==> config.mk <==
export PLATFORM = sky130hd
export DESIGN_NAME = utf8_validating_decoder
export DESIGN_NICKNAME = d
export VERILOG_FILES = /design/src/rtl/u8d_pkg.sv /design/src/rtl/u8d_front.sv /design/src/rtl/u8d_queue.sv /design/src/rtl/u8d_back.sv /design/src/rtl/utf8_validating_decoder.sv
export SDC_FILE = /design/constraint.sdc
export NUM_CORES = 1
export LEC_CHECK = 0
export BUFFER_PORTS_ARGS = -buffer_cell sky130_fd_sc_hd__clkbuf_2
export CORE_UTILIZATION = 60
export CTS_BUF_LIST = sky130_fd_sc_hd__clkbuf_4
export DETAILED_ROUTE_END_ITERATION = 8
export PLACE_DENSITY = 0.77
export SLEW_MARGIN = 5
export SYNTH_ARGS = -nofsm -noshare
export SYNTH_HDL_FRONTEND = slang
export SYNTH_HIERARCHICAL = 1
export SYNTH_SLANG_ARGS = --single-unit
==> constraint.sdc <==
create_clock -name clock -period 18.57 [get_ports clock]
set_clock_uncertainty 0.05 [all_clocks]
set_input_delay 0 -clock clock [delete_from_list [all_inputs] [get_ports clock]]
set_output_delay 0 -clock clock [all_outputs]
set_load 0.01 [all_outputs]
==> src/rtl/u8d_pkg.sv <==
// Shared types, constants and the lead byte classifier for the UTF-8 decoder.
// Used by the front, queue, back and top-level modules; no dependencies.
`default_nettype none

package u8d_pkg;

   localparam int unsigned QDEPTH   = 4;
   localparam int unsigned QPTR_W   = $clog2(QDEPTH);
   localparam int unsigned QCNT_W   = $clog2(QDEPTH + 1);

   localparam logic [20:0] REPL_CP  = 21'h00FFFD;
   localparam logic [20:0] MAX_CP   = 21'h10FFFF;
   localparam logic [20:0] SURR_LO  = 21'h00D800;
   localparam logic [20:0] SURR_HI  = 21'h00DFFF;
   localparam logic [20:0] LEAST_2  = 21'h000080;
   localparam logic [20:0] LEAST_3  = 21'h000800;
   localparam logic [20:0] LEAST_4  = 21'h010000;

   localparam logic [7:0]  CONT_MASK = 8'hC0;
   localparam logic [7:0]  CONT_TAG  = 8'h80;

   // Lead class: 0 for a single byte, 1 to 3 for the continuation bytes needed.
   localparam logic [2:0]  CLASS_BAD = 3'd4;

   typedef enum logic [1:0] {
      KIND_ASCII,
      KIND_BAD,
      KIND_MULTI
   } kind_type;

   // One planned result: what to emit and where its bytes sit in the window.
   typedef struct packed {
      kind_type   kind;
      logic [1:0] start;
      logic [1:0] extra;
   } plan_type;

   // One queued transaction: the byte window and the results it causes.
   typedef struct packed {
      logic [3:0][7:0] bytes;
      logic [2:0]      num;
      logic            last;
      plan_type [3:0]  plan;
   } entry_type;

   function automatic logic [2:0] lead_class(input logic [7:0] b);
      logic [2:0] k;
      priority if (b < 8'h80) k = 3'd0;
      else if (b < 8'hC0) k = CLASS_BAD;
      else if (b < 8'hE0) k = 3'd1;
      else if (b < 8'hF0) k = 3'd2;
      else if (b < 8'hF8) k = 3'd3;
      else k = CLASS_BAD;
      return k;
   endfunction

endpackage

`default_nettype wire

==> src/rtl/u8d_front.sv <==
// Front end: holds the bytes of an unfinished sequence and splits each new
// byte window into planned results. Depends on u8d_pkg.
`default_nettype none

module u8d_front
   import u8d_pkg::*;
(
   input  wire logic        clock,
   input  wire logic        reset,
   input  wire logic        accept,
   input  wire logic [7:0]  data_byte,
   input  wire logic        string_end,
   output entry_type        push_entry,
   output logic             push
);

   logic [2:0][7:0] pend_ff, pend_in;
   logic [1:0]      pend_cnt_ff, pend_cnt_in;

   logic [3:0][7:0] win;
   logic [2:0]      cnt;
   logic [2:0]      pos;
   logic [2:0]      n;
   logic            stop;
   logic            broken;
   logic [7:0]      lead;
   logic [2:0]      k;
   plan_type [3:0]  plan;

   always_comb begin
      cnt = 3'(pend_cnt_ff) + 3'd1;
      for (int i = 0; i < 4; i++) begin
         if (3'(i) < 3'(pend_cnt_ff)) begin
            win[i] = pend_ff[i < 3 ? i : 0];
         end else if (3'(i) == 3'(pend_cnt_ff)) begin
            win[i] = data_byte;
         end else begin
            win[i] = 8'h00;
         end
      end
   end

   // Walk the window the same way a whole-string scan would, at most four steps.
   always_comb begin
      pos    = 3'd0;
      n      = 3'd0;
      stop   = 1'b0;
      broken = 1'b0;
      lead   = 8'h00;
      k      = 3'd0;
      plan   = '0;
      for (int s = 0; s < 4; s++) begin
         if (!stop && pos < cnt) begin
            lead = win[pos[1:0]];
            k    = lead_class(lead);
            if (k == 3'd0) begin
               plan[n[1:0]] = '{kind: KIND_ASCII, start: pos[1:0], extra: 2'd0};
               n   = n + 3'd1;
               pos = pos + 3'd1;
            end else if (k == CLASS_BAD) begin
               plan[n[1:0]] = '{kind: KIND_BAD, start: pos[1:0], extra: 2'd0};
               n   = n + 3'd1;
               pos = pos + 3'd1;
            end else if ((cnt - pos) < (k + 3'd1)) begin
               if (!string_end) begin
                  stop = 1'b1;
               end else begin
                  // A sequence cut off by the string end collapses to one replacement.
                  plan[n[1:0]] = '{kind: KIND_BAD, start: pos[1:0], extra: 2'd0};
                  n   = n + 3'd1;
                  pos = cnt;
               end
            end else begin
               broken = 1'b0;
               for (int i = 1; i < 4; i++) begin
                  if (3'(i) <= k &&
                      (win[2'(pos + 3'(i))] & CONT_MASK) != CONT_TAG) begin
                     broken = 1'b1;
                  end
               end
               if (broken) begin
                  // Only the lead is consumed; the following bytes are rescanned.
                  plan[n[1:0]] = '{kind: KIND_BAD, start: pos[1:0], extra: 2'd0};
                  n   = n + 3'd1;
                  pos = pos + 3'd1;
               end else begin
                  plan[n[1:0]] = '{kind: KIND_MULTI, start: pos[1:0], extra: k[1:0]};
                  n   = n + 3'd1;
                  pos = pos + k + 3'd1;
               end
            end
         end
      end
   end

   always_comb begin
      pend_in     = pend_ff;
      pend_cnt_in = pend_cnt_ff;
      if (accept) begin
         if (stop && !string_end) begin
            pend_cnt_in = 2'(cnt - pos);
            for (int i = 0; i < 3; i++) begin
               pend_in[i] = win[2'(pos + 3'(i))];
            end
         end else begin
            pend_cnt_in = 2'd0;
         end
      end
   end

   always_comb begin
      push             = accept && (n != 3'd0);
      push_entry.bytes = win;
      push_entry.num   = n;
      push_entry.last  = string_end;
      push_entry.plan  = plan;
   end

   always_ff @(posedge clock) begin
      if (reset) begin
         pend_cnt_ff <= 2'd0;
      end else begin
         pend_cnt_ff <= pend_cnt_in;
      end
   end

   always_ff @(posedge clock) begin
      pend_ff <= pend_in;
   end

endmodule

`default_nettype wire

==> src/rtl/u8d_queue.sv <==
// Short queue of planned transactions between the front and back ends.
// Depends on u8d_pkg for the entry type and depth.
`default_nettype none

module u8d_queue
   import u8d_pkg::*;
(
   input  wire logic   clock,
   input  wire logic   reset,
   input  wire logic   push,
   input  entry_type   push_entry,
   input  wire logic   pop,
   output entry_type   head_entry,
   output logic        head_valid,
   output logic        full
);

   entry_type              store_ff [QDEPTH];
   logic [QPTR_W-1:0]      wr_ptr_ff, wr_ptr_in;
   logic [QPTR_W-1:0]      rd_ptr_ff, rd_ptr_in;
   logic [QCNT_W-1:0]      count_ff, count_in;

   logic do_push;
   logic do_pop;

   always_comb begin
      do_push   = push && !full;
      do_pop    = pop && head_valid;
      wr_ptr_in = do_push ? QPTR_W'(wr_ptr_ff + 1'b1) : wr_ptr_ff;
      rd_ptr_in = do_pop ? QPTR_W'(rd_ptr_ff + 1'b1) : rd_ptr_ff;
      count_in  = count_ff;
      if (do_push && !do_pop) begin
         count_in = QCNT_W'(count_ff + 1'b1);
      end else if (do_pop && !do_push) begin
         count_in = QCNT_W'(count_ff - 1'b1);
      end
   end

   assign full       = (count_ff == QCNT_W'(QDEPTH));
   assign head_valid = (count_ff != '0);
   assign head_entry = store_ff[rd_ptr_ff];

   always_ff @(posedge clock) begin
      if (reset) begin
         wr_ptr_ff <= '0;
         rd_ptr_ff <= '0;
         count_ff  <= '0;
      end else begin
         wr_ptr_ff <= wr_ptr_in;
         rd_ptr_ff <= rd_ptr_in;
         count_ff  <= count_in;
      end
   end

   always_ff @(posedge clock) begin
      if (do_push) begin
         store_ff[wr_ptr_ff] <= push_entry;
      end
   end

endmodule

`default_nettype wire

==> src/rtl/u8d_back.sv <==
// Back end: walks the planned results of the head transaction, decodes and
// range-checks each code point, and holds it in the output register. Uses u8d_pkg.
`default_nettype none

module u8d_back
   import u8d_pkg::*;
(
   input  wire logic          clock,
   input  wire logic          reset,
   input  entry_type          head_entry,
   input  wire logic          head_valid,
   output logic               pop,
   output logic               rsp_valid,
   input  wire logic          rsp_stall,
   output logic [20:0]        rsp_code_point,
   output logic               rsp_bad_sequence,
   output logic               rsp_run_last,
   output logic               rsp_string_done
);

   logic [1:0]  idx_ff, idx_in;
   logic        valid_ff, valid_in;
   logic [20:0] cp_ff, cp_in;
   logic        bad_ff, bad_in;
   logic        run_last_ff, run_last_in;
   logic        done_ff, done_in;

   plan_type    cur;
   logic [7:0]  b0, b1, b2, b3;
   logic [20:0] value;
   logic [20:0] least;
   logic        out_ready;
   logic        load;
   logic        last_res;

   always_comb begin
      cur = head_entry.plan[idx_ff];
      b0  = head_entry.bytes[cur.start];
      b1  = head_entry.bytes[2'(cur.start + 2'd1)];
      b2  = head_entry.bytes[2'(cur.start + 2'd2)];
      b3  = head_entry.bytes[2'(cur.start + 2'd3)];
      unique case (cur.extra)
         2'd1: begin
            value = {10'd0, b0[4:0], b1[5:0]};
            least = LEAST_2;
         end
         2'd2: begin
            value = {5'd0, b0[3:0], b1[5:0], b2[5:0]};
            least = LEAST_3;
         end
         2'd3: begin
            value = {b0[2:0], b1[5:0], b2[5:0], b3[5:0]};
            least = LEAST_4;
         end
         default: begin
            value = {13'd0, b0};
            least = 21'd0;
         end
      endcase
   end

   always_comb begin
      unique case (cur.kind)
         KIND_ASCII: begin
            cp_in  = {13'd0, b0};
            bad_in = 1'b0;
         end
         KIND_MULTI: begin
            if (value < least || value > MAX_CP ||
                (value >= SURR_LO && value <= SURR_HI)) begin
               cp_in  = REPL_CP;
               bad_in = 1'b1;
            end else begin
               cp_in  = value;
               bad_in = 1'b0;
            end
         end
         default: begin
            cp_in  = REPL_CP;
            bad_in = 1'b1;
         end
      endcase
   end

   always_comb begin
      out_ready   = !valid_ff || !rsp_stall;
      load        = head_valid && out_ready;
      last_res    = (3'(idx_ff) + 3'd1 == head_entry.num);
      pop         = load && last_res;
      run_last_in = last_res;
      done_in     = last_res && head_entry.last;
      idx_in      = idx_ff;
      if (load) begin
         idx_in = last_res ? 2'd0 : 2'(idx_ff + 2'd1);
      end
      valid_in = out_ready ? head_valid : valid_ff;
   end

   always_ff @(posedge clock) begin
      if (reset) begin
         idx_ff   <= 2'd0;
         valid_ff <= 1'b0;
      end else begin
         idx_ff   <= idx_in;
         valid_ff <= valid_in;
      end
   end

   always_ff @(posedge clock) begin
      if (load) begin
         cp_ff       <= cp_in;
         bad_ff      <= bad_in;
         run_last_ff <= run_last_in;
         done_ff     <= done_in;
      end
   end

   assign rsp_valid        = valid_ff;
   assign rsp_code_point   = cp_ff;
   assign rsp_bad_sequence = bad_ff;
   assign rsp_run_last     = run_last_ff;
   assign rsp_string_done  = done_ff;

endmodule

`default_nettype wire

==> src/rtl/utf8_validating_decoder.sv <==
// UTF-8 validating decoder, top level: front end, transaction queue, back end.
// A byte's planned results are registered in the queue, then in the output register.
// Throughput: one byte per cycle while the queue is not full; the back end emits one
// result per cycle while not stalled, and the four-entry queue absorbs bursts.
// Reset (synchronous) clears the pending count, queue pointers and output valid.
// Depends on u8d_pkg, u8d_front, u8d_queue and u8d_back.
`default_nettype none

module utf8_validating_decoder
   import u8d_pkg::*;
(
   input  wire logic        clock,
   input  wire logic        reset,
   input  wire logic        req_valid,
   output logic             req_stall,
   input  wire logic [7:0]  req_data_byte,
   input  wire logic        req_string_end,
   output logic             rsp_valid,
   input  wire logic        rsp_stall,
   output logic [20:0]      rsp_code_point,
   output logic             rsp_bad_sequence,
   output logic             rsp_run_last,
   output logic             rsp_string_done
);

   entry_type push_entry;
   entry_type head_entry;
   logic      push;
   logic      pop;
   logic      head_valid;
   logic      q_full;
   logic      accept;

   assign req_stall = q_full;
   assign accept    = req_valid && !req_stall;

   u8d_front u_front (
      .clock      (clock),
      .reset      (reset),
      .accept     (accept),
      .data_byte  (req_data_byte),
      .string_end (req_string_end),
      .push_entry (push_entry),
      .push       (push)
   );

   u8d_queue u_queue (
      .clock      (clock),
      .reset      (reset),
      .push       (push),
      .push_entry (push_entry),
      .pop        (pop),
      .head_entry (head_entry),
      .head_valid (head_valid),
      .full       (q_full)
   );

   u8d_back u_back (
      .clock            (clock),
      .reset            (reset),
      .head_entry       (head_entry),
      .head_valid       (head_valid),
      .pop              (pop),
      .rsp_valid        (rsp_valid),
      .rsp_stall        (rsp_stall),
      .rsp_code_point   (rsp_code_point),
      .rsp_bad_sequence (rsp_bad_sequence),
      .rsp_run_last     (rsp_run_last),
      .rsp_string_done  (rsp_string_done)
   );

   // The front end never offers a transaction that the queue cannot take.
   a_no_push_when_full: assert property (@(posedge clock) disable iff (reset)
      !(push && q_full))
      else $error("transaction pushed into a full queue");

   a_done_is_run_last: assert property (@(posedge clock) disable iff (reset)
      rsp_valid && rsp_string_done |-> rsp_run_last)
      else $error("string end flagged on a result that is not last for its byte");

   a_bad_is_repl: assert property (@(posedge clock) disable iff (reset)
      rsp_valid && rsp_bad_sequence |-> rsp_code_point == REPL_CP)
      else $error("bad sequence flagged without a replacement character");

   a_scalar_range: assert property (@(posedge clock) disable iff (reset)
      rsp_valid |-> rsp_code_point <= MAX_CP &&
                    (rsp_code_point < SURR_LO || rsp_code_point > SURR_HI))
      else $error("code point outside the Unicode scalar range");

endmodule

`default_nettype wire

==> impl_results.html, run 1 <==
<table>
<tr><th>Metric</th><th>Value</th></tr>
<tr><th colspan="2">Outcome</th></tr>
<tr><td>Result of the run</td><td>finished, final reports clean</td></tr>
<tr><th colspan="2">Worst setup path</th></tr>
<tr><td>Length in cells of the worst reg-to-reg path</td><td>53</td></tr>
<tr><td>Register-to-register setup slack</td><td>1.49 ns</td></tr>
<tr><td>Data arrival time of the critical path</td><td>17.37 ns</td></tr>
<tr><td>Kind of critical path</td><td>flop to flop</td></tr>
<tr><td>Most common cell type on the critical path</td><td>sky130_fd_sc_hd__ha_1</td></tr>
<tr><td>Data required, critical path</td><td>18.86 ns</td></tr>
<tr><td>Maximum fanout along the worst path</td><td>45</td></tr>
<tr><td>Biggest cell delay along the critical path</td><td>0.99 ns</td></tr>
<tr><td>Kind of capture point of the worst setup path</td><td>flop</td></tr>
<tr><td>Startpoint Class</td><td>flop</td></tr>
<tr><td>Critical R2R Capture</td><td>u_queue/store_ff[2][49]</td></tr>
<tr><td>R2r startpoint</td><td>u_front/pend_cnt_ff[1]</td></tr>
<tr><td>Slowest cell on the critical path</td><td>sky130_fd_sc_hd__and2_2</td></tr>
<tr><th colspan="2">Floorplanning</th></tr>
<tr><td>Starting Density</td><td>0.6109</td></tr>
<tr><td>Die footprint</td><td>31,940 sq um</td></tr>
<tr><td>Die Span Y</td><td>178.7 um</td></tr>
<tr><td>Die X</td><td>178.7 um</td></tr>
<tr><td>Top Ports</td><td>39</td></tr>
<tr><td>Core Rows</td><td>64</td></tr>
<tr><td>Core outline area</td><td>30,670 sq um</td></tr>
<tr><th colspan="2">Global routing</th></tr>
<tr><td>GR met3 Demand/Resource</td><td>0.05662</td></tr>
<tr><td>Gr ovfl total</td><td>0</td></tr>
<tr><td>GR peak layer</td><td>met2</td></tr>
<tr><td>Number of antenna violations at the first check in global routing</td><td>1</td></tr>
<tr><td>Wire length of the first global-routing pass</td><td>73.71 mm</td></tr>
<tr><td>Maximum number of pins on one net before global-route repair</td><td>61</td></tr>
<tr><td>GR Util met1</td><td>0.4096</td></tr>
<tr><td>Met2 track demand over resource in global routing</td><td>0.4931</td></tr>
<tr><td>Vias in the first global route</td><td>13,119</td></tr>
<tr><td>Total global-route track usage</td><td>0.3056</td></tr>
<tr><th colspan="2">Clock network</th></tr>
<tr><td>Clock tree from TritonCTS</td><td>built</td></tr>
<tr><td>Post CTS Setup Buffer Count</td><td>0</td></tr>
<tr><td>Number of clock sinks seen by CTS</td><td>302</td></tr>
<tr><td>Maximum clock insertion buffer count</td><td>3</td></tr>
<tr><td>CTS Buf Count</td><td>76</td></tr>
<tr><td>H-tree level count</td><td>3</td></tr>
<tr><td>Clk Tree Root Cell</td><td>sky130_fd_sc_hd__clkbuf_4</td></tr>
<tr><td>Clock transition time at the flip-flop clock pins of the worst setup and hold paths</td><td>0.07 ns</td></tr>
<tr><td>Clock insertion delay at the later pin of the skew report</td><td>0.68 ns</td></tr>
<tr><th colspan="2">Yosys</th></tr>
<tr><td>YS warnings</td><td>6</td></tr>
<tr><td>Fraction of the yosys area taken by sequential cells</td><td>0.4765</td></tr>
<tr><td>Synth Register Bits</td><td>302</td></tr>
<tr><td>Fraction of registers with async set or reset after synthesis</td><td>0</td></tr>
<tr><td>Synth Instances</td><td>1,492</td></tr>
<tr><td>Main synth FF type</td><td>sky130_fd_sc_hd__edfxtp_1</td></tr>
<tr><td>Cell area after synthesis</td><td>18,740 sq um</td></tr>
<tr><td>EDFF count, synth</td><td>288</td></tr>
<tr><td>Mean cell area of the mapped netlist</td><td>12.56 sq um</td></tr>
<tr><td>Netlist cell types</td><td>134</td></tr>
<tr><td>Synth Net Count</td><td>1,568</td></tr>
<tr><th colspan="2">STA</th></tr>
<tr><td>Post-route fraction of the period consumed by the critical path</td><td>0.9200</td></tr>
<tr><td>Slew at the pin closest to its max-slew limit</td><td>1.200 ns</td></tr>
<tr><td>Highest attainable clock frequency</td><td>58.53 MHz</td></tr>
<tr><td>Total count of max-transition violations in the final report</td><td>0</td></tr>
<tr><td>Final setup TNS</td><td>0 ns</td></tr>
<tr><td>Final Critical Period</td><td>17.08 ns</td></tr>
<tr><td>RSZ-0062 raised after global routing</td><td>no</td></tr>
<tr><td># setup viols final</td><td>0</td></tr>
<tr><td>Endpoints failing hold</td><td>0</td></tr>
<tr><td>Remaining max-slew budget at the tightest pin</td><td>0.1997</td></tr>
<tr><th colspan="2">Finish</th></tr>
<tr><td>Most common cell after layout, fill and taps aside</td><td>sky130_fd_sc_hd__edfxtp_1</td></tr>
<tr><td>Final core utilization</td><td>0.6534</td></tr>
<tr><td>Area overhead of the layout relative to synthesis</td><td>6.951%</td></tr>
<tr><td>Multi-input logic area</td><td>8941 sq um</td></tr>
<tr><td>Commonest non-fill, non-tap cells in the layout</td><td>288 x sky130_fd_sc_hd__edfxtp_1, 116 x sky130_fd_sc_hd__mux2i_1, 113 x sky130_fd_sc_hd__nand2_1, 104 x sky130_fd_sc_hd__clkbuf_4, 80 x sky130_fd_sc_hd__nor2_1</td></tr>
<tr><td>Share of layout cells above drive strength 1</td><td>0.2134</td></tr>
<tr><td>Number of fill cells in the layout</td><td>2,304</td></tr>
<tr><td>Seq. cell area</td><td>8934 sq um</td></tr>
<tr><td>Number of nets in the layout</td><td>1,627</td></tr>
<tr><td>Finished layout cell area</td><td>20,040 sq um</td></tr>
<tr><th colspan="2">Hold path</th></tr>
<tr><td>Start point of the worst hold path</td><td>req_data_byte[7]</td></tr>
<tr><td>Capture endpoint of the worst hold path</td><td>u_queue/store_ff[2][43]</td></tr>
<tr><td>Min-Delay Path Class</td><td>primary input to flop</td></tr>
<tr><td>Cells on Worst Hold Path</td><td>4</td></tr>
<tr><th colspan="2">Route</th></tr>
<tr><td>Post-detailed-route via-to-cell ratio</td><td>6.803</td></tr>
<tr><td>DRC violations left</td><td>0</td></tr>
<tr><td>Number of nets still failing antenna checks after routing</td><td>0</td></tr>
<tr><td>Number of iterations in the first detailed-routing pass</td><td>7</td></tr>
<tr><td>Count of routing violations after the opening detailed-route iteration</td><td>1,601</td></tr>
<tr><td>Routed WL per cell</td><td>23.92 um</td></tr>
<tr><td>Overall via count from detail_route</td><td>13,572</td></tr>
<tr><td>Final WL</td><td>47.72 mm</td></tr>
<tr><th colspan="2">Place</th></tr>
<tr><td>Detailed placer's ending HPWL</td><td>32.60 mm</td></tr>
<tr><td>Routability cong.</td><td>0.9669</td></tr>
<tr><td>Cell area after placement</td><td>18,950 sq um</td></tr>
<tr><td>Number of buffers inserted by port buffering</td><td>38</td></tr>
<tr><th colspan="2">Run</th></tr>
<tr><td>MaxCap Viol Count</td><td>0</td></tr>
</table>
[per-layer routing]
layer | vias to the layer above | share of wire
li1 | 6009 | -
met1 | 6634 | 0.40
met2 | 785 | 0.48
met3 | 144 | 0.087
met4 | 0 | 0.034
met5 | - | 0
[what timing repair did]
| action | CTS | global route |
|---|---|---|
| endpoints found under the hold margin | 111 | 0 |
| setup endpoints to repair | 0 | 0 |
| hold buffers | 12 | 0 |
| gates resized for setup | 0 | 0 |
[cell type report]
| type | count | share of cell area |
|---|---|---|
| Multi-Input combinational cell | 1037 | 0.4462 |
| Sequential cell | 302 | 0.4458 |
| Clock buffer | 104 | 0.03896 |
| Tap cell | 396 | 0.02473 |
| Timing Repair Buffer | 69 | 0.02260 |
| Inverter | 65 | 0.01230 |
| Clock inverter | 21 | 0.009303 |
| Antenna cell | 1 | 0.0001249 |
[worst max-delay path, delay by kind of cell, from the launching register on]
family,cells,cell delay (ns)
AOI/OAI and AO/OA,18,5.75
xor gates and xnor gates,2,0.27
adders and majority gates,8,2.44
buffers and inverters,11,2.29
DFF,1,0.77
muxes,2,1.04
and+or+nand+nor,12,4.04
[logic make-up (layout without fill, tap and decap cells)]
logic type	count (synthesis)	count (layout)	synth area share
other	0	1	0
adder cells (fa/ha/maj)	63	63	0.04447
AND/OR/NAND/NOR	380	380	0.1046
buffers and inverters	153	259	0.04694
multiplexers	215	215	0.1677
flip-flops	302	302	0.4765
XOR/XNOR	27	27	0.01302
AO/OA/AOI/OAI	352	352	0.1466
[through the flow]
step	setup WS, ns	cells	hold slack [ns]
after floorplan	4.460	1492	0.02188
after global placement	2.436	1857	0.1993
after detailed placement	1.954	1857	0.2051
after CTS	1.882	1994	0.05864
after global routing	0.4603	1995	0.1184
final	1.486	1995	0.1420
[cell usage after synthesis, types with 8 or more instances]
library cell               instances  area, sq um
sky130_fd_sc_hd__nand4_1          15        93.84
sky130_fd_sc_hd__mux4_2           70         1577
sky130_fd_sc_hd__o221ai_1         11        96.34
sky130_fd_sc_hd__dfxtp_1          14        280.3
sky130_fd_sc_hd__and3_1           13        81.33
sky130_fd_sc_hd__xor2_1           15        131.4
sky130_fd_sc_hd__ha_1             57        713.2
sky130_fd_sc_hd__inv_1            59        221.5
sky130_fd_sc_hd__a211oi_1         14        105.1
sky130_fd_sc_hd__edfxtp_1        288         8648
sky130_fd_sc_hd__nor2_1           80        300.3
sky130_fd_sc_hd__o22ai_1          21        131.4
sky130_fd_sc_hd__nand2_1         113        424.2
sky130_fd_sc_hd__o21a_1           14        105.1
sky130_fd_sc_hd__or3_1             8        50.05
sky130_fd_sc_hd__nand2b_1         17        106.4
sky130_fd_sc_hd__mux2_2           16        180.2
sky130_fd_sc_hd__clkbuf_1         32        120.1
sky130_fd_sc_hd__o31ai_1           8        60.06
sky130_fd_sc_hd__o21ai_1          11        55.05
sky130_fd_sc_hd__o211ai_1         10        75.07
sky130_fd_sc_hd__mux2i_1         116         1161
sky130_fd_sc_hd__a31oi_1          15        93.84
sky130_fd_sc_hd__buf_4            10        75.07
sky130_fd_sc_hd__nor2b_1          15        93.84
sky130_fd_sc_hd__buf_2            20        100.1
sky130_fd_sc_hd__xnor2_1          11        96.34
sky130_fd_sc_hd__buf_6            13        146.4
sky130_fd_sc_hd__a21oi_1          63        315.3
sky130_fd_sc_hd__nor3_1           15        75.07
sky130_fd_sc_hd__buf_12            8        160.2
sky130_fd_sc_hd__o21ai_0          61        305.3
sky130_fd_sc_hd__nand3_1          29        145.1
sky130_fd_sc_hd__and2_1           24        150.1
[flip-flops by register name, summed over array words and instances, names as in the netlist, named ones only]
register,count
u_queue/store_ff,240
u_front/pend_ff,24
u_back/rsp_code_point,21
u_queue/count_ff,3
u_back/idx_ff,2
u_front/pend_cnt_ff,2
u_queue/rd_ptr_ff,2
u_queue/wr_ptr_ff,2
u_back/rsp_bad_sequence,1
u_back/rsp_run_last,1
u_back/rsp_string_done,1
u_back/rsp_valid,1
[how the worst max path moves through the flow]
stage | start | to | slack, ns
after global placement | u_front/pend_cnt_ff[1] | u_queue/store_ff[2][33] | 2.44
final | u_front/pend_cnt_ff[1] | u_queue/store_ff[2][49] | 1.49
after CTS | u_front/pend_cnt_ff[1] | u_queue/store_ff[2][49] | 1.88
after global routing | u_front/pend_cnt_ff[1] | u_queue/store_ff[2][49] | 0.46
after detailed placement | u_front/pend_cnt_ff[1] | u_queue/store_ff[2][33] | 1.95
after floorplan | u_front/pend_cnt_ff[1] | u_queue/store_ff[0][0] | 4.46
Power of run 1 is not shown: default switching activity piles up to over one toggle a cycle in this logic, so the estimate is an artifact.
==> inputs of run 2 (changes only) <==
--- a/config.mk
+++ b/config.mk
@@ -5,11 +5,13 @@
 export SDC_FILE = /design/constraint.sdc
 export NUM_CORES = 1
 export LEC_CHECK = 0
-export BUFFER_PORTS_ARGS = -buffer_cell sky130_fd_sc_hd__clkbuf_2
-export CORE_UTILIZATION = 60
+export BUFFER_PORTS_ARGS = -buffer_cell sky130_fd_sc_hd__buf_4
+export CELL_PAD_IN_SITES_DETAIL_PLACEMENT = 1
+export CELL_PAD_IN_SITES_GLOBAL_PLACEMENT = 1
+export CORE_UTILIZATION = 55
 export CTS_BUF_LIST = sky130_fd_sc_hd__clkbuf_4
 export DETAILED_ROUTE_END_ITERATION = 8
-export PLACE_DENSITY = 0.77
+export PLACE_DENSITY_LB_ADDON = 0.1
 export SLEW_MARGIN = 5
 export SYNTH_ARGS = -nofsm -noshare
 export SYNTH_HDL_FRONTEND = slang
==> run 2 against run 1 <==
Net effect: register-to-register slack worse by 0.27 ns; global-route usage up 0.36 points; count of clock-buffer cells in the layout rose by 6; critical path type unchanged; largest cell class unchanged.
==> impl_results.html, run 2 (same netlist as run 1, synthesis figures left out) <==
<table>
<tr><th>Metric</th><th>Value</th></tr>
<tr><th colspan="2">Finish</th></tr>
<tr><td>Seq. cell area</td><td>8934 sq um</td></tr>
<tr><td>Commonest non-fill, non-tap cells in the layout</td><td>288 x sky130_fd_sc_hd__edfxtp_1, 116 x sky130_fd_sc_hd__mux2i_1, 113 x sky130_fd_sc_hd__nand2_1, 110 x sky130_fd_sc_hd__clkbuf_4, 80 x sky130_fd_sc_hd__nor2_1</td></tr>
<tr><td>Max FFs per register</td><td>240</td></tr>
<tr><td>Share of layout cells above drive strength 1</td><td>0.2187</td></tr>
<tr><td>Registers with the most flip-flops</td><td>u_queue/store_ff: 240 flops, u_front/pend_ff: 24 flops, u_back/rsp_code_point: 21 flops</td></tr>
<tr><td>Number of nets in the layout</td><td>1,630</td></tr>
<tr><td>Area overhead of the layout relative to synthesis</td><td>7.900%</td></tr>
<tr><td>Finished layout cell area</td><td>20,220 sq um</td></tr>
<tr><td>Most common cell after layout, fill and taps aside</td><td>sky130_fd_sc_hd__edfxtp_1</td></tr>
<tr><td>Number of fill cells in the layout</td><td>3,414</td></tr>
<tr><td>Register ranked first by flip-flop count</td><td>u_queue/store_ff</td></tr>
<tr><td>Multi-input logic area</td><td>8941 sq um</td></tr>
<tr><td>Final core utilization</td><td>0.6029</td></tr>
<tr><th colspan="2">Worst setup path</th></tr>
<tr><td>Data arrival time of the critical path</td><td>17.72 ns</td></tr>
<tr><td>Data required, critical path</td><td>18.94 ns</td></tr>
<tr><td>Kind of critical path</td><td>flop to flop</td></tr>
<tr><td>Kind of cell adding the most delay to the critical path</td><td>compound AO/OA/AOI/OAI gates</td></tr>
<tr><td>Startpoint Class</td><td>flop</td></tr>
<tr><td>Most common cell type on the critical path</td><td>sky130_fd_sc_hd__ha_1</td></tr>
<tr><td>Kind of capture point of the worst setup path</td><td>flop</td></tr>
<tr><td>Maximum fanout along the worst path</td><td>43</td></tr>
<tr><td>Biggest cell delay along the critical path</td><td>1.05 ns</td></tr>
<tr><td>Critical Path Source</td><td>u_front/pend_cnt_ff[1]</td></tr>
<tr><td>Buffers and inverters on the worst path</td><td>9</td></tr>
<tr><td>R2r startpoint</td><td>u_front/pend_cnt_ff[1]</td></tr>
<tr><td>Slowest cell on the critical path</td><td>sky130_fd_sc_hd__and2_2</td></tr>
<tr><th colspan="2">Hold path</th></tr>
<tr><td>Min-Delay Path Class</td><td>primary input to flop</td></tr>
<tr><td>Start point of the worst hold path</td><td>reset</td></tr>
<tr><th colspan="2">Route</th></tr>
<tr><td>Number of nets still failing antenna checks after routing</td><td>0</td></tr>
<tr><td>Count of routing violations after the opening detailed-route iteration</td><td>1,206</td></tr>
<tr><td>Final WL</td><td>53.35 mm</td></tr>
<tr><td>Number of iterations in the first detailed-routing pass</td><td>5</td></tr>
<tr><td>Overall via count from detail_route</td><td>13,522</td></tr>
<tr><td>Post-detailed-route via-to-cell ratio</td><td>6.580</td></tr>
<tr><td>Routed WL per cell</td><td>25.96 um</td></tr>
<tr><td>DRC violations left</td><td>0</td></tr>
<tr><th colspan="2">Global routing</th></tr>
<tr><td>Number of antenna violations at the first check in global routing</td><td>3</td></tr>
<tr><td>Gr ovfl total</td><td>0</td></tr>
<tr><td>Total global-route track usage</td><td>0.3092</td></tr>
<tr><td>Vias in the first global route</td><td>14,039</td></tr>
<tr><td>Maximum number of pins on one net before global-route repair</td><td>53</td></tr>
<tr><td>Wire length of the first global-routing pass</td><td>82.26 mm</td></tr>
<tr><th colspan="2">Place</th></tr>
<tr><td>Number of buffers inserted by port buffering</td><td>38</td></tr>
<tr><td>Cell area after placement</td><td>19,110 sq um</td></tr>
<tr><td>Placement-stage worst setup slack</td><td>1.560 ns</td></tr>
<tr><td>Routability cong.</td><td>0.9421</td></tr>
<tr><td>Detailed placer's ending HPWL</td><td>37.60 mm</td></tr>
<tr><th colspan="2">Clock network</th></tr>
<tr><td>H-tree level count</td><td>3</td></tr>
<tr><td>Clock tree from TritonCTS</td><td>built</td></tr>
<tr><td>CTS Buf Count</td><td>77</td></tr>
<tr><td>Clock insertion delay at the later pin of the skew report</td><td>0.78 ns</td></tr>
<tr><td>Clock transition time at the flip-flop clock pins of the worst setup and hold paths</td><td>0.06 ns</td></tr>
<tr><td>Clk Tree Root Cell</td><td>sky130_fd_sc_hd__clkbuf_4</td></tr>
<tr><td>Post-cts sizing count</td><td>0</td></tr>
<tr><td>Number of clock sinks seen by CTS</td><td>302</td></tr>
<tr><td>Maximum clock insertion buffer count</td><td>3</td></tr>
<tr><td>Post CTS Setup Buffer Count</td><td>0</td></tr>
<tr><th colspan="2">Floorplanning</th></tr>
<tr><td>Die Span Y</td><td>186.6 um</td></tr>
<tr><td>Core Rows</td><td>67</td></tr>
<tr><td>Core outline area</td><td>33,530 sq um</td></tr>
<tr><td>Die X</td><td>186.6 um</td></tr>
<tr><td>Starting Density</td><td>0.5588</td></tr>
<tr><td>Top Ports</td><td>39</td></tr>
<tr><td>Die footprint</td><td>34,810 sq um</td></tr>
<tr><th colspan="2">Outcome</th></tr>
<tr><td>Result of the run</td><td>finished, final reports clean</td></tr>
<tr><th colspan="2">STA</th></tr>
<tr><td>Endpoints failing hold</td><td>0</td></tr>
<tr><td>Slew at the pin closest to its max-slew limit</td><td>1.245 ns</td></tr>
<tr><td>Highest attainable clock frequency</td><td>57.62 MHz</td></tr>
<tr><td>RSZ-0062 raised after global routing</td><td>no</td></tr>
<tr><td>Post-route fraction of the period consumed by the critical path</td><td>0.9346</td></tr>
<tr><td>Final Critical Period</td><td>17.35 ns</td></tr>
<tr><td>Remaining max-slew budget at the tightest pin</td><td>0.1697</td></tr>
<tr><td>Final WS setup</td><td>1.215 ns</td></tr>
<tr><td>Final setup TNS</td><td>0 ns</td></tr>
<tr><td>Total count of max-transition violations in the final report</td><td>0</td></tr>
<tr><td># setup viols final</td><td>0</td></tr>
<tr><th colspan="2">Run</th></tr>
<tr><td>MaxCap Viol Count</td><td>0</td></tr>
</table>
==> run 2: cell count changes in the layout (fill, tap and decap cells not counted), moves of 2 or more <==
cell and change:
sky130_fd_sc_hd__clkbuf_2 -38, sky130_fd_sc_hd__bufinv_16 -3, sky130_fd_sc_hd__buf_4 +38, sky130_fd_sc_hd__dlygate4sd3_1 +2, sky130_fd_sc_hd__clkinv_4 +4, sky130_fd_sc_hd__clkinv_2 +2
sky130_fd_sc_hd__clkbuf_4 +6, sky130_fd_sc_hd__inv_6 +2, sky130_fd_sc_hd__clkinv_1 -5
==> run 2: final timing paths <==
check                                          endpoint  slack [ns]  cells after the start
worst max-delay path            u_queue/store_ff[2][37]        1.22                     52
worst min-delay path                   u_back/idx_ff[1]        0.17                      3
worst max register to register  u_queue/store_ff[2][37]        1.22                     52
worst min register to register     u_queue/rd_ptr_ff[0]        0.50                      2
==> run 2: per-layer routing <==
layer,part of all wire,wire length (um),track usage,vias to the layer above
met5,0.00030,16,0,-
met1,0.42,22630,0.4093,6860
met3,0.065,3483,0.06545,122
li1,-,-,-,6006
met2,0.48,25640,0.5016,532
met4,0.029,1571,0.1182,2
==> run 2: area by class of cell <==
cell class                 instances  share of cell area
inverter                          65             0.01219
clock buffer                     110             0.04085
multi-input combinational       1037              0.4423
sequential                       302              0.4419
tap                              448             0.02773
timing repair buffer              71             0.02810
clock inverter                    20            0.006746
antenna                            2           0.0002476
==> run 2: metrics by stage <==
step,hold slack [ns],instances
3_5_place_dp,0.2206,1909
2_1_floorplan,0.02188,1492
6_report,0.1676,2055
4_1_cts,0.1017,2053
5_1_grt,0.1133,2055
3_3_place_gp,0.1918,1909
==> run 2: tightest hold or removal path: stages <==
cell and delay (ns):
sky130_fd_sc_hd__dlygate4sd3_1 0.54, sky130_fd_sc_hd__buf_4 0.22, sky130_fd_sc_hd__nor2_1 0.12
==> run 2: timing repair <==
item	CTS	global route
setup endpoints to repair	0	0
hold buffers	14	0
endpoints found under the hold margin	153	0
Power of run 2 is left out for the same reason.
